--- config.mk ---
export PLATFORM = sky130hd
export DESIGN_NAME = arithmetic_coder_interval_encoder
export DESIGN_NICKNAME = d
export VERILOG_FILES = /design/src/sv/ace_pkg.sv /design/src/sv/ace_div.sv /design/src/sv/ace_dp.sv /design/src/sv/ace_ctrl.sv /design/src/sv/arithmetic_coder_interval_encoder.sv
export SDC_FILE = /design/constraint.sdc
export NUM_CORES = 2
export LEC_CHECK = 0
export BUFFER_PORTS_ARGS = -buffer_cell sky130_fd_sc_hd__clkbuf_2
export CAP_MARGIN = 20
export CORE_ASPECT_RATIO = 1.25
export CORE_MARGIN = 2
export CORE_UTILIZATION = 60
export CTS_CLUSTER_DIAMETER = 80
export DETAILED_ROUTE_END_ITERATION = 6
export PLACE_DENSITY = 0.76
export SLEW_MARGIN = 10
export SYNTH_ARGS = -nofsm -noshare
export SYNTH_HDL_FRONTEND = slang
export SYNTH_SLANG_ARGS = --single-unit
--- constraint.sdc ---
create_clock -name clock -period 12 [get_ports clock]
set_input_delay 1.2 -clock clock [delete_from_list [all_inputs] [get_ports clock]]
set_output_delay 1.2 -clock clock [all_outputs]
set_load 0.01 [all_outputs]
--- src/sv/ace_pkg.sv ---
// ----------------------------------------------------------------------------
// ace_pkg: shared types and constants for the arithmetic interval encoder
// Holds widths, interval constants, channel structs and the control/status
// bundles that run between the controller and the datapath.
// ----------------------------------------------------------------------------
package ace_pkg;

   localparam int CODE_BITS    = 16;
   localparam int FREQ_BITS    = 14;
   localparam int PENDING_BITS = 16;
   localparam int FOLLOW_W     = 16;
   localparam int MAX_RESULTS  = 16;

   localparam int RANGE_W    = CODE_BITS + 1;
   localparam int TOT_W      = FREQ_BITS + 1;
   localparam int PROD_W     = RANGE_W + TOT_W;
   localparam int QUOT_W     = RANGE_W;
   localparam int REM_W      = TOT_W + 1;
   localparam int DIV_CNT_W  = $clog2(PROD_W);
   localparam int RES_CNT_W  = $clog2(MAX_RESULTS + 1);
   localparam int PEND_EXT_W = (PENDING_BITS > FOLLOW_W) ? PENDING_BITS : FOLLOW_W;

   localparam logic [CODE_BITS-1:0] CODE_TOP      = {CODE_BITS{1'b1}};
   localparam logic [CODE_BITS-1:0] AR_HALF       = {1'b1, {(CODE_BITS-1){1'b0}}};
   localparam logic [CODE_BITS-1:0] FIRST_QUARTER = {2'b01, {(CODE_BITS-2){1'b0}}};
   localparam logic [CODE_BITS-1:0] THIRD_QUARTER = {2'b11, {(CODE_BITS-2){1'b0}}};
   localparam logic [PENDING_BITS-1:0] PEND_MAX  = {PENDING_BITS{1'b1}};
   localparam logic [TOT_W-1:0] FREQ_LIMIT       = {1'b1, {FREQ_BITS{1'b0}}};
   localparam logic [FOLLOW_W-1:0] FOLLOW_MAX    = {FOLLOW_W{1'b1}};
   localparam logic [RES_CNT_W-1:0] RES_CAP      = RES_CNT_W'(MAX_RESULTS);

   localparam logic KIND_SYMBOL = 1'b0;
   localparam logic KIND_FLUSH  = 1'b1;

   typedef struct packed {
      logic                 kind;
      logic [FREQ_BITS-1:0] cum_below;
      logic [TOT_W-1:0]     cum_through;
      logic [TOT_W-1:0]     freq_total;
   } ace_req_type;

   typedef struct packed {
      logic                code_bit;
      logic [FOLLOW_W-1:0] follow_count;
      logic                pending_overflow;
      logic                last;
   } ace_rsp_type;

   typedef enum logic [3:0] {
      ST_IDLE,
      ST_MUL,
      ST_DIV_START,
      ST_DIV,
      ST_NARROW,
      ST_RENORM,
      ST_FLUSH,
      ST_DRAIN
   } ace_state_type;

   typedef enum logic [1:0] {
      STEP_EMIT0,
      STEP_EMIT1,
      STEP_PEND,
      STEP_DONE
   } ace_step_type;

   typedef struct packed {
      logic load;
      logic mul;
      logic div_start;
      logic narrow;
      logic step;
      logic flush;
      logic drain;
   } ace_cmd_type;

   typedef struct packed {
      logic         req_flush;
      logic         req_sym_ok;
      logic         finished;
      logic         div_busy;
      logic         q_ok;
      ace_step_type step;
      logic         hold_valid;
      logic         hold_cap;
      logic         out_free;
   } ace_status_type;

   // one emitted bit with its follow count, saturated to the field width
   function automatic ace_rsp_type make_rsp(input logic bit_val,
                                            input logic [PENDING_BITS-1:0] pend,
                                            input logic sat);
      ace_rsp_type r;
      logic [PEND_EXT_W-1:0] ext;
      logic big;
      ext = PEND_EXT_W'(pend);
      big = ext > PEND_EXT_W'(FOLLOW_MAX);
      r.code_bit         = bit_val;
      r.follow_count     = big ? FOLLOW_MAX : FOLLOW_W'(ext);
      r.pending_overflow = sat | big;
      r.last             = 1'b0;
      return r;
   endfunction

endpackage

--- src/sv/ace_div.sv ---
// ----------------------------------------------------------------------------
// ace_div: restoring divider, one quotient bit per cycle
// Divides the product by the model total; busy stays high until the last quotient bit is in.
// ----------------------------------------------------------------------------
module ace_div import ace_pkg::*; (
   input  logic              clock,
   input  logic              reset,
   input  logic              start,
   input  logic [PROD_W-1:0] dividend,
   input  logic [TOT_W-1:0]  divisor,
   output logic [QUOT_W-1:0] quotient,
   output logic              busy
);

   logic                 busy_ff, busy_in;
   logic [DIV_CNT_W-1:0] cnt_ff, cnt_in;
   logic [PROD_W-1:0]    acc_ff, acc_in;
   logic [REM_W-1:0]     rem_ff, rem_in;
   logic [TOT_W-1:0]     dvs_ff, dvs_in;
   logic [REM_W-1:0]     rem_sh;
   logic                 ge;

   always_comb begin
      rem_sh  = {rem_ff[REM_W-2:0], acc_ff[PROD_W-1]};
      ge      = rem_sh >= {1'b0, dvs_ff};
      busy_in = busy_ff;
      cnt_in  = cnt_ff;
      acc_in  = acc_ff;
      rem_in  = rem_ff;
      dvs_in  = dvs_ff;
      if (start) begin
         busy_in = 1'b1;
         cnt_in  = DIV_CNT_W'(PROD_W - 1);
         acc_in  = dividend;
         rem_in  = '0;
         dvs_in  = divisor;
      end else if (busy_ff) begin
         acc_in = {acc_ff[PROD_W-2:0], ge};
         rem_in = ge ? (rem_sh - {1'b0, dvs_ff}) : rem_sh;
         cnt_in = cnt_ff - 1'b1;
         if (cnt_ff == '0) begin
            busy_in = 1'b0;
         end
      end
   end

   always_ff @(posedge clock) begin
      if (reset) begin
         busy_ff <= 1'b0;
      end else begin
         busy_ff <= busy_in;
      end
      cnt_ff <= cnt_in;
      acc_ff <= acc_in;
      rem_ff <= rem_in;
      dvs_ff <= dvs_in;
   end

   assign quotient = acc_ff[QUOT_W-1:0];
   assign busy     = busy_ff;

endmodule

--- src/sv/ace_dp.sv ---
// ----------------------------------------------------------------------------
// ace_dp: interval encoder datapath
// Interval and pending registers, multiply and divide, renormalization step,
// one-deep hold stage for the last flag and the result output register.
// ----------------------------------------------------------------------------
module ace_dp import ace_pkg::*; (
   input  logic           clock,
   input  logic           reset,
   input  ace_cmd_type    cmd,
   output ace_status_type status,
   input  ace_req_type    req_data,
   output logic           rsp_valid,
   input  logic           rsp_stall,
   output ace_rsp_type    rsp_data
);

   logic [CODE_BITS-1:0]    low_ff, low_in, high_ff, high_in;
   logic [PENDING_BITS-1:0] pend_ff, pend_in;
   logic                    sat_ff, sat_in;
   logic                    finished_ff, finished_in;
   logic [RANGE_W-1:0]      range_ff, range_in;
   logic [FREQ_BITS-1:0]    cb_ff, cb_in;
   logic [TOT_W-1:0]        ct_ff, ct_in, tot_ff, tot_in;
   logic [PROD_W-1:0]       prod_hi_ff, prod_hi_in, prod_lo_ff, prod_lo_in;
   logic                    hold_valid_ff, hold_valid_in;
   ace_rsp_type             hold_ff, hold_in;
   logic [RES_CNT_W-1:0]    count_ff, count_in;
   logic                    rsp_valid_ff, rsp_valid_in;
   ace_rsp_type             rsp_data_ff, rsp_data_in;

   logic [QUOT_W-1:0]       qhi, qlo;
   logic                    busy_hi, busy_lo;
   logic [RANGE_W-1:0]      high_wide;
   ace_step_type            step;
   logic [CODE_BITS-1:0]    low_adj, high_adj;
   logic [PENDING_BITS-1:0] pinc;
   logic                    pinc_sat;
   logic                    emit_now, hold_cap, out_free, push;
   ace_rsp_type             new_rsp;

   ace_div u_div_hi (
      .clock    (clock),
      .reset    (reset),
      .start    (cmd.div_start),
      .dividend (prod_hi_ff),
      .divisor  (tot_ff),
      .quotient (qhi),
      .busy     (busy_hi)
   );

   ace_div u_div_lo (
      .clock    (clock),
      .reset    (reset),
      .start    (cmd.div_start),
      .dividend (prod_lo_ff),
      .divisor  (tot_ff),
      .quotient (qlo),
      .busy     (busy_lo)
   );

   // renormalization decision on the current interval
   always_comb begin
      low_adj  = low_ff;
      high_adj = high_ff;
      if (high_ff < AR_HALF) begin
         step = STEP_EMIT0;
      end else if (low_ff >= AR_HALF) begin
         step     = STEP_EMIT1;
         low_adj  = low_ff - AR_HALF;
         high_adj = high_ff - AR_HALF;
      end else if (low_ff >= FIRST_QUARTER && high_ff < THIRD_QUARTER) begin
         step     = STEP_PEND;
         low_adj  = low_ff - FIRST_QUARTER;
         high_adj = high_ff - FIRST_QUARTER;
      end else begin
         step = STEP_DONE;
      end
   end

   always_comb begin
      if (pend_ff == PEND_MAX) begin
         pinc     = pend_ff;
         pinc_sat = 1'b1;
      end else begin
         pinc     = pend_ff + 1'b1;
         pinc_sat = sat_ff;
      end
   end

   assign hold_cap = count_ff == RES_CAP;
   assign out_free = !rsp_valid_ff || !rsp_stall;
   assign emit_now = (cmd.step && (step == STEP_EMIT0 || step == STEP_EMIT1)) || cmd.flush;
   assign push     = (emit_now && hold_valid_ff && !hold_cap) || cmd.drain;
   assign high_wide = RANGE_W'(low_ff) + qhi - 1'b1;

   always_comb begin
      if (cmd.flush) begin
         new_rsp = make_rsp(low_ff >= FIRST_QUARTER, pinc, pinc_sat);
      end else begin
         new_rsp = make_rsp(step == STEP_EMIT1, pend_ff, sat_ff);
      end
   end

   always_comb begin
      low_in        = low_ff;
      high_in       = high_ff;
      pend_in       = pend_ff;
      sat_in        = sat_ff;
      finished_in   = finished_ff;
      range_in      = range_ff;
      cb_in         = cb_ff;
      ct_in         = ct_ff;
      tot_in        = tot_ff;
      prod_hi_in    = prod_hi_ff;
      prod_lo_in    = prod_lo_ff;
      hold_valid_in = hold_valid_ff;
      hold_in       = hold_ff;
      count_in      = count_ff;
      rsp_data_in   = rsp_data_ff;

      if (cmd.load) begin
         range_in = RANGE_W'(high_ff) - RANGE_W'(low_ff) + 1'b1;
         cb_in    = req_data.cum_below;
         ct_in    = req_data.cum_through;
         tot_in   = req_data.freq_total;
         count_in = '0;
      end
      if (cmd.mul) begin
         prod_hi_in = PROD_W'(range_ff) * PROD_W'(ct_ff);
         prod_lo_in = PROD_W'(range_ff) * PROD_W'(cb_ff);
      end
      if (cmd.narrow) begin
         high_in = high_wide[CODE_BITS-1:0];
         low_in  = low_ff + qlo[CODE_BITS-1:0];
      end
      if (cmd.step && step != STEP_DONE) begin
         low_in  = {low_adj[CODE_BITS-2:0], 1'b0};
         high_in = {high_adj[CODE_BITS-2:0], 1'b1};
         if (step == STEP_PEND) begin
            pend_in = pinc;
            sat_in  = pinc_sat;
         end
      end
      if (cmd.flush) begin
         finished_in = 1'b1;
      end
      if (emit_now) begin
         pend_in = '0;
         sat_in  = 1'b0;
         if (hold_valid_ff && hold_cap) begin
            // result budget spent: drop the bit, flag the newest result
            hold_in.pending_overflow = 1'b1;
         end else begin
            hold_in       = new_rsp;
            hold_valid_in = 1'b1;
            count_in      = count_ff + 1'b1;
         end
      end
      if (cmd.drain) begin
         hold_valid_in = 1'b0;
      end
      if (push) begin
         rsp_data_in      = hold_ff;
         rsp_data_in.last = cmd.drain;
      end
   end

   assign rsp_valid_in = push || (rsp_valid_ff && rsp_stall);

   always_ff @(posedge clock) begin
      if (reset) begin
         low_ff        <= '0;
         high_ff       <= CODE_TOP;
         pend_ff       <= '0;
         sat_ff        <= 1'b0;
         finished_ff   <= 1'b0;
         hold_valid_ff <= 1'b0;
         count_ff      <= '0;
         rsp_valid_ff  <= 1'b0;
      end else begin
         low_ff        <= low_in;
         high_ff       <= high_in;
         pend_ff       <= pend_in;
         sat_ff        <= sat_in;
         finished_ff   <= finished_in;
         hold_valid_ff <= hold_valid_in;
         count_ff      <= count_in;
         rsp_valid_ff  <= rsp_valid_in;
      end
      range_ff    <= range_in;
      cb_ff       <= cb_in;
      ct_ff       <= ct_in;
      tot_ff      <= tot_in;
      prod_hi_ff  <= prod_hi_in;
      prod_lo_ff  <= prod_lo_in;
      hold_ff     <= hold_in;
      rsp_data_ff <= rsp_data_in;
   end

   always_comb begin
      status.req_flush  = req_data.kind == KIND_FLUSH;
      status.req_sym_ok = (req_data.freq_total != '0)
                       && (req_data.freq_total <= FREQ_LIMIT)
                       && (req_data.cum_through <= req_data.freq_total)
                       && ({1'b0, req_data.cum_below} < req_data.cum_through);
      status.finished   = finished_ff;
      status.div_busy   = busy_hi || busy_lo;
      status.q_ok       = qhi > qlo;
      status.step       = step;
      status.hold_valid = hold_valid_ff;
      status.hold_cap   = hold_cap;
      status.out_free   = out_free;
   end

   assign rsp_valid = rsp_valid_ff;
   assign rsp_data  = rsp_data_ff;

   a_interval_order: assert property (@(posedge clock) disable iff (reset)
      low_ff <= high_ff)
      else $error("interval low above high");

   a_finished_sticky: assert property (@(posedge clock) disable iff (reset)
      finished_ff |=> finished_ff)
      else $error("finished flag cleared without reset");

   a_sat_at_max: assert property (@(posedge clock) disable iff (reset)
      sat_ff |-> pend_ff == PEND_MAX)
      else $error("pending saturation flag without full count");

   a_count_bound: assert property (@(posedge clock) disable iff (reset)
      count_ff <= RES_CAP)
      else $error("result count beyond budget");

endmodule

--- src/sv/ace_ctrl.sv ---
// ----------------------------------------------------------------------------
// ace_ctrl: interval encoder sequencer
// Walks each request through multiply, divide, narrow and renormalize, and
// paces bit emission against the result register.
// ----------------------------------------------------------------------------
module ace_ctrl import ace_pkg::*; (
   input  logic           clock,
   input  logic           reset,
   input  logic           req_valid,
   output logic           req_stall,
   input  ace_status_type status,
   output ace_cmd_type    cmd
);

   ace_state_type state_ff, state_in;

   always_ff @(posedge clock) begin
      if (reset) begin
         state_ff <= ST_IDLE;
      end else begin
         state_ff <= state_in;
      end
   end

   always_comb begin
      state_in  = state_ff;
      cmd       = '0;
      req_stall = 1'b1;
      case (state_ff)
         ST_IDLE: begin
            req_stall = 1'b0;
            if (req_valid) begin
               cmd.load = 1'b1;
               if (status.finished) begin
                  state_in = ST_IDLE;
               end else if (status.req_flush) begin
                  state_in = ST_FLUSH;
               end else if (status.req_sym_ok) begin
                  state_in = ST_MUL;
               end
            end
         end
         ST_MUL: begin
            cmd.mul  = 1'b1;
            state_in = ST_DIV_START;
         end
         ST_DIV_START: begin
            cmd.div_start = 1'b1;
            state_in      = ST_DIV;
         end
         ST_DIV: begin
            if (!status.div_busy) begin
               state_in = ST_NARROW;
            end
         end
         ST_NARROW: begin
            if (status.q_ok) begin
               cmd.narrow = 1'b1;
               state_in   = ST_RENORM;
            end else begin
               state_in = ST_IDLE;
            end
         end
         ST_RENORM: begin
            case (status.step)
               STEP_DONE: begin
                  state_in = ST_DRAIN;
               end
               STEP_PEND: begin
                  cmd.step = 1'b1;
               end
               default: begin
                  // an emit pushes the held result, so it needs a free slot
                  if (!status.hold_valid || status.hold_cap || status.out_free) begin
                     cmd.step = 1'b1;
                  end
               end
            endcase
         end
         ST_FLUSH: begin
            cmd.flush = 1'b1;
            state_in  = ST_DRAIN;
         end
         ST_DRAIN: begin
            if (!status.hold_valid) begin
               state_in = ST_IDLE;
            end else if (status.out_free) begin
               cmd.drain = 1'b1;
               state_in  = ST_IDLE;
            end
         end
         default: begin
            state_in = ST_IDLE;
         end
      endcase
   end

   a_stall_outside_idle: assert property (@(posedge clock) disable iff (reset)
      (state_ff != ST_IDLE) |-> req_stall)
      else $error("request taken while busy");

   a_single_cmd: assert property (@(posedge clock) disable iff (reset)
      $onehot0({cmd.load, cmd.mul, cmd.div_start, cmd.narrow, cmd.step, cmd.flush,
                cmd.drain}))
      else $error("more than one datapath command");

   a_div_follows_start: assert property (@(posedge clock) disable iff (reset)
      cmd.div_start |=> status.div_busy)
      else $error("divider did not start");

endmodule

--- src/sv/arithmetic_coder_interval_encoder.sv ---
// ----------------------------------------------------------------------------
// arithmetic_coder_interval_encoder: integer arithmetic coder, interval part
// Narrows the code interval per symbol request and emits code bits with their
// follow counts; a flush request closes the stream.
// ----------------------------------------------------------------------------
// One request at a time. A symbol request passes through accept, multiply,
// divider start, divide (the two bit-serial dividers, one quotient bit per
// cycle over the 32-bit product), narrow, the renormalization steps, a
// step that sees the interval settle and a drain that releases the held
// bit; each emitted bit can wait on a stalled result channel. A flush
// request passes through the flush and drain states. Results carry
// last on the final bit of the request; a request that emits nothing (invalid
// bounds, empty interval, no renormalization bits, or anything after a flush)
// returns no results. A result one deep is held back internally so the last
// flag can be set, and a separate result register lets the final bit wait
// while the next request is taken. follow_count saturates and
// pending_overflow marks a result whose follow count is wrong.
// No memories and no clearing pass: the block is ready right after reset.
// ----------------------------------------------------------------------------
module arithmetic_coder_interval_encoder import ace_pkg::*; (
   input  logic        clock,
   input  logic        reset,
   input  logic        req_valid,
   output logic        req_stall,
   input  ace_req_type req_data,
   output logic        rsp_valid,
   input  logic        rsp_stall,
   output ace_rsp_type rsp_data
);

   ace_cmd_type    cmd;
   ace_status_type status;

   // sequencer: request intake, divider pacing, emission pacing
   ace_ctrl u_ctrl (
      .clock     (clock),
      .reset     (reset),
      .req_valid (req_valid),
      .req_stall (req_stall),
      .status    (status),
      .cmd       (cmd)
   );

   // interval, pending count, arithmetic and result registers
   ace_dp u_dp (
      .clock     (clock),
      .reset     (reset),
      .cmd       (cmd),
      .status    (status),
      .req_data  (req_data),
      .rsp_valid (rsp_valid),
      .rsp_stall (rsp_stall),
      .rsp_data  (rsp_data)
   );

endmodule
# Yosys cells after proc, flatten, opt, wreduce, memory -nomap -nowiden
# Cells that the tools add are included.
[totals]
ff_bits = 343
in_bits = 49
out_inout_bits = 21
[classes]
n_addsub = 15
n_mul = 2
order_cmp = 12
eq_ne = 18
n_mux = 57
bitwise_logic = 3
reduce_logical = 36
[ops]
columns = ["op", "n"]
rows = [
  ["two-way mux 15 bit", 8],
  ["two-way mux 16 bit", 7],
  ["two-way mux 32 bit", 3],
  ["adder 16 bit", 2],
  [">= comparator 16 x 15 -> 1 bit", 2],
  ["> comparator 16 bit (second input constant)", 2],
  ["less-than comparator 16 bit (second input constant)", 2],
  ["multiplier 17 x 15 -> 32 bit", 1],
  ["two-way mux 4 bit", 8],
  ["case mux 4 bit (8 select lines)", 1],
  ["multiplier 17 x 14 -> 31 bit", 1],
  ["two-way mux 31 bit", 1],
  ["subtractor 15 x 1 -> 15 bit (second input constant)", 2],
  ["subtractor 15 bit", 2],
  ["subtractor 15 bit (second input constant)", 2],
  ["two-way mux 1 bit", 21],
  ["two-way mux 19 bit", 1],
  ["adder 17 x 1 -> 17 bit (second input constant)", 1],
  ["> comparator 17 bit", 1],
  ["subtractor 16 x 16 -> 17 bit", 1],
  ["adder 16 x 1 -> 16 bit (second input constant)", 1],
  ["equality test 16 bit (second input constant)", 1],
  ["equality test 4 x 3 -> 1 bit (second input constant)", 4],
  [">= comparator 16 x 15 -> 1 bit (second input constant)", 1],
  ["other kinds (32)", 67],
]

# Depth between registers and ports, before layout
[logic_depth]
word_depth = 14
depth_mapped = 25

# Hierarchy
# From an unflattened synthesis, not the netlist that was laid out.
[unflattened]
hier_cells = 3532
hier_area_um2 = 35128.7
[modules_own_cells]
columns = ["module", "instances", "cells_each", "area_each_um2", "seq_area_each_um2"]
rows = [
  ["ace_dp", 1, 2849, 27393.8, 5975.7],
  ["ace_div", 2, 318, 3696.0, 1831.8],
  ["ace_ctrl", 1, 47, 342.8, 60.1],
]

# Worst setup path after synthesis
# No wires, ideal clock.
[synth_timing]
path_type = "reg2reg"
from = "register u_dp.range_ff[6]"
to = "register u_dp.prod_lo_ff[27], data pin"
setup_ns = 0.258
t_arrival_ns = 6.040
required_ns = 11.742
setup_slack_ns = 5.703
path_stages_with_launch = 23
path_buffers = 3
cell_sequence = "edfxtp_1 > clkbuf_1 > clkbuf_1 > nand2_1 > fa_1 > inv_1 > fa_1 > fa_1 > fa_1 > fa_1 > inv_1 > fa_1 > inv_1 > ha_1 > clkbuf_1 > a2111oi_0 > o21ai_1 > a211oi_1 > a21bo_2 > a311oi_2 > o21bai_1 > a21oi_1 > xnor2_1"
[synth_via]
elab_chain_cells = 1
[synth_lines]
columns = ["element", "line", "rtl"]
rows = [
  ["from (decl)", "ace_dp.sv:21", "logic [RANGE_W-1:0] range_ff, range_in;"],
  ["from (signal assigned)", "ace_dp.sv:190", "range_ff <= range_in;"],
  ["multiplier 17 x 14 -> 31 bit", "ace_dp.sv:130", "prod_lo_in = PROD_W'(range_ff) * PROD_W'(cb_ff);"],
  ["to (signal assigned)", "ace_dp.sv:195", "prod_lo_ff <= prod_lo_in;"],
  ["to (decl)", "ace_dp.sv:24", "logic [PROD_W-1:0] prod_hi_ff, prod_hi_in, prod_lo_ff, prod_lo_in;"],
]
# No other way between the ends.
# A chain may end at the register's enable or synchronous reset.

# Worst setup path after layout
[layout_timing]
from = "register u_dp.range_ff[6]"
to = "register u_dp.prod_lo_ff[30], data pin"
# Same word-level chain as after synthesis.

==> impl_metrics.xml <==
<?xml version="1.0" encoding="UTF-8"?>
<metrics>
  <group name="flow_run">
    <metric name="cap_viol_max_count" unit="">0</metric>
  </group>
  <group name="finish">
    <metric name="syn_to_final_growth" unit="%">6.62</metric>
    <metric name="insertedDiodeCount" unit="">0</metric>
    <metric name="share_of_final_layout_standard_cells_stronger_than_drive_strength_1" unit="%">5.41</metric>
    <metric name="nets" unit="">4311</metric>
  </group>
  <group name="clocking">
    <metric name="holdBufCountCts" unit="">0</metric>
    <metric name="postCtsResizedCells" unit="">0</metric>
    <metric name="clock_network_latency_to_the_later_pin_of_the_worst_skew_pair" unit="ps">570</metric>
    <metric name="path_clk_slew" unit="ps">60</metric>
    <metric name="cts_made_buffers" unit="">37</metric>
    <metric name="clk_path_buf_depth" unit="">3</metric>
    <metric name="cts_tree" unit="">done</metric>
    <metric name="cts_post_setup_buffers_inserted" unit="">0</metric>
    <metric name="tritoncts_num_sinks" unit="">342</metric>
    <metric name="h-tree-depth" unit="">2</metric>
    <metric name="clock_tree.root_cell" unit="">sky130_fd_sc_hd__clkbuf_16</metric>
  </group>
  <group name="setup_path">
    <metric name="critical_path.n_buffers_inverters" unit="">3</metric>
    <metric name="worstPathCellList" unit="">nand2_1, fa_1, inv_1, fa_1, fa_1, fa_1, fa_1, inv_1, fa_1, inv_1, ha_1, nor3_1, nor3_1, a31oi_1, nand2_1, o21ai_1, o211ai_1, a21o_1, a21oi_1, xnor2_1</metric>
    <metric name="cp-start-kind" unit="">flop</metric>
    <metric name="timing.critical_path.slowest_cell_delay" unit="ps">1090</metric>
    <metric name="end_kind" unit="">flop</metric>
    <metric name="path_max_fanout" unit="">29</metric>
    <metric name="critPathSlowestCell" unit="">sky130_fd_sc_hd__edfxtp_1</metric>
    <metric name="path_class" unit="">flop to flop</metric>
    <metric name="worst-endpoint-arrival" unit="ps">7450</metric>
    <metric name="timing.critical_path.max_delay_family" unit="">adder cells</metric>
    <metric name="r2r_cells" unit="">20</metric>
    <metric name="worst-endpoint-required" unit="ps">12300</metric>
    <metric name="critical_path_s_most_frequent_cell" unit="">sky130_fd_sc_hd__fa_1</metric>
    <metric name="worstSetupPathDepth" unit="">20</metric>
  </group>
  <group name="grt">
    <metric name="grt_first_pass_wirelength" unit="mm">128</metric>
    <metric name="grt_start_max_net_pins" unit="">97</metric>
    <metric name="grt_antenna_before_repair" unit="">0</metric>
    <metric name="first_global_vias" unit="">25800</metric>
    <metric name="globalRoute.totalOverflow" unit="">0</metric>
    <metric name="gr-usage-all-layers" unit="%">27.3</metric>
  </group>
  <group name="sta">
    <metric name="period_needed" unit="ps">7150</metric>
    <metric name="tns" unit="ps">0</metric>
    <metric name="rsz0062_at_grt" unit="">false</metric>
    <metric name="final_setup_vio_count" unit="">0</metric>
    <metric name="fmax" unit="GHz">0.140</metric>
    <metric name="timing.clock.skew" unit="ps">22.9</metric>
    <metric name="worst_slew_pin_slew" unit="ps">1160</metric>
    <metric name="finalCritPeriodShare" unit="%">59.6</metric>
    <metric name="timing_max_transition_violations_final" unit="">0</metric>
    <metric name="relative_max_transition_margin" unit="%">22.9</metric>
    <metric name="hold_violations" unit="">0</metric>
  </group>
  <group name="detailed_routing">
    <metric name="routedWlPerCell" unit="um">17.9</metric>
    <metric name="drtAntennaViolNets" unit="">0</metric>
    <metric name="totalWireLength" unit="mm">77.0</metric>
    <metric name="avgViaCountPerCell" unit="">5.75</metric>
    <metric name="dr.pass1.iters" unit="">5</metric>
    <metric name="num_vias" unit="">24800</metric>
    <metric name="detail_route.drc_violations" unit="">0</metric>
    <metric name="drc_marker_count_from_the_first_detailed_route_iteration" unit="">1644</metric>
  </group>
  <group name="synth">
    <metric name="synth-seq-area-share" unit="%">27.4</metric>
    <metric name="synth_nets" unit="">4319</metric>
    <metric name="synthesis.area_per_instance" unit="sq um">9.52</metric>
    <metric name="synth_top_cell_by_area" unit="">sky130_fd_sc_hd__fa_1</metric>
    <metric name="synth_area" unit="sq um">33800</metric>
    <metric name="yosys_warnings" unit="">0</metric>
    <metric name="synth.ff_latch_count" unit="">342</metric>
    <metric name="yosys-top-cells-area" unit="">sky130_fd_sc_hd__fa_1, sky130_fd_sc_hd__edfxtp_1, sky130_fd_sc_hd__ha_1, sky130_fd_sc_hd__inv_1, sky130_fd_sc_hd__dfxtp_1</metric>
    <metric name="synthDistinctLibCells" unit="">84</metric>
    <metric name="synth_cells" unit="">3549</metric>
    <metric name="synth_async_reset_ratio" unit="%">0</metric>
    <metric name="synth_top_flop_cell" unit="">sky130_fd_sc_hd__edfxtp_1</metric>
    <metric name="edff_count_synth" unit="">240</metric>
    <metric name="synth_top_cell_area_share" unit="%">22.2</metric>
  </group>
  <group name="placement">
    <metric name="detailedPlacementHpwl" unit="mm">57.5</metric>
    <metric name="gp_routability_congestion" unit="">0.895</metric>
    <metric name="io_buffers" unit="">69</metric>
  </group>
  <group name="die">
    <metric name="fp.dieH" unit="um">269</metric>
    <metric name="pin_count" unit="">70</metric>
    <metric name="design.die.area" unit="sq um">58200</metric>
    <metric name="row_count" unit="">97</metric>
    <metric name="initial_core_util" unit="%">60.5</metric>
    <metric name="die_span_in_x" unit="um">216</metric>
    <metric name="floorplan.core_area" unit="sq um">55800</metric>
  </group>
  <group name="status">
    <metric name="outcome" unit="">finished clean</metric>
  </group>
  <group name="min_path">
    <metric name="min_delay_path_class" unit="">flop to flop</metric>
    <metric name="hold-path-cell-count" unit="">0</metric>
  </group>
</metrics>
==> synth_stat cells, types with 23 or more instances <==
cell type and count:
sky130_fd_sc_hd__nor3_1 45, sky130_fd_sc_hd__inv_1 561, sky130_fd_sc_hd__a21o_1 48, sky130_fd_sc_hd__nor2_1 130, sky130_fd_sc_hd__nand2b_1 30, sky130_fd_sc_hd__mux2i_1 29, sky130_fd_sc_hd__xor2_1 48, sky130_fd_sc_hd__nand2_1 518
sky130_fd_sc_hd__nand3_1 45, sky130_fd_sc_hd__edfxtp_1 240, sky130_fd_sc_hd__nand4_1 23, sky130_fd_sc_hd__dfxtp_1 102, sky130_fd_sc_hd__a21oi_1 148, sky130_fd_sc_hd__clkbuf_1 128, sky130_fd_sc_hd__ha_1 346, sky130_fd_sc_hd__xnor2_1 84
sky130_fd_sc_hd__fa_1 375, sky130_fd_sc_hd__o21ai_0 112, sky130_fd_sc_hd__o21ai_1 27, sky130_fd_sc_hd__and2_1 242
==> routing by layer <==
layer / track usage, % / vias to the layer above / routed length [um] / part of all wire [%]
li1: - / 11600 / - / -
met5: 0 / - / 0 / 0
met4: 13.9 / 0 / 4340 / 5.6
met3: 3.28 / 219 / 4260 / 5.5
met1: 32.9 / 12200 / 29800 / 39
met2: 47.9 / 810 / 38700 / 50
==> kinds of logic (layout without fill, tap and decap cells) <==
family,after synthesis,count (layout),share of synthesized area [%]
xor gates and xnor gates,132,132,3.42
muxes,37,37,1.13
buffers and inverters,702,723,7.89
adders and majority gates,721,721,35.0
DFF,342,342,27.4
AOI/OAI and AO/OA,501,501,9.51
and+or+nand+nor,1114,1114,15.6
==> placed cells by master (no fill, tap or decap), types with 45 or more instances in the layout <==
cell type	netlist	routed
sky130_fd_sc_hd__xnor2_1	84	84
sky130_fd_sc_hd__nor3_1	45	45
sky130_fd_sc_hd__and2_1	242	242
sky130_fd_sc_hd__a21oi_1	148	148
sky130_fd_sc_hd__nand3_1	45	45
sky130_fd_sc_hd__edfxtp_1	240	240
sky130_fd_sc_hd__dfxtp_1	102	102
sky130_fd_sc_hd__nand2_1	518	517
sky130_fd_sc_hd__fa_1	375	375
sky130_fd_sc_hd__a21o_1	48	48
sky130_fd_sc_hd__ha_1	346	346
sky130_fd_sc_hd__clkbuf_2	0	69
sky130_fd_sc_hd__inv_1	561	559
sky130_fd_sc_hd__xor2_1	48	48
sky130_fd_sc_hd__o21ai_0	112	112
sky130_fd_sc_hd__nor2_1	130	129
==> worst paths after layout <==
check,startpoint,to,slack (ps)
setup reg to reg,u_dp.range_ff[6],u_dp.prod_lo_ff[30],4850
setup / recovery,u_dp.range_ff[6],u_dp.prod_lo_ff[30],4850
hold / removal,u_dp.tot_ff[1],u_dp.u_div_hi.dvs_ff[1],420
hold reg to reg,u_dp.tot_ff[1],u_dp.u_div_hi.dvs_ff[1],420
==> registers in the layout, summed over array words and instances, names as in the netlist, 5 cells and up <==
signal	count
u_dp.u_div_lo.rem_ff	15
u_dp.count_ff	5
u_dp.prod_lo_ff	31
u_dp.rsp_data	19
u_dp.high_ff	16
u_dp.low_ff	16
u_dp.u_div_hi.dvs_ff	15
u_dp.u_div_hi.acc_ff	32
u_dp.prod_hi_ff	32
u_dp.tot_ff	15
u_dp.pend_ff	16
u_dp.u_div_hi.cnt_ff	5
u_dp.u_div_hi.rem_ff	15
u_dp.u_div_lo.acc_ff	32
u_dp.range_ff	17
u_dp.hold_ff	18
u_dp.u_div_lo.cnt_ff	5
u_dp.ct_ff	15
u_dp.cb_ff	14
==> stage by stage <==
step	cells	setup slack, ps	util (%)	area, sq um	hold slack [ps]
after detailed placement	4243	5020	62.1	34700	405
final	4312	4850	64.5	36000	419
after global placement	4243	5110	62.1	34700	401
after floorplan	3549	5700	-	33800	400
after CTS	4311	4970	64.5	36000	420
after global routing	4312	4570	64.5	36000	427
==> final cells by class <==
cell class,instances,area [sq um]
multi-input combinational,2505,21900
timing repair buffer,94,537
clock buffer,44,1000
sequential,342,9250
fill,4561,19800
clock inverter,24,303
inverter,561,2110
tap,742,928
==> worst register-to-register path, delay by kind of cell (launching register included) <==
| kind | cells | cell delay [ps] |
|---|---|---|
| flops | 1 | 1090 |
| xor+xnor | 1 | 80 |
| simple gates | 4 | 900 |
| compound gates | 5 | 1080 |
| fa+ha+maj | 7 | 3610 |
| buf+inv | 3 | 140 |
Power is not shown: default switching activity piles up to over one toggle a cycle in this logic, so the estimate is an artifact.
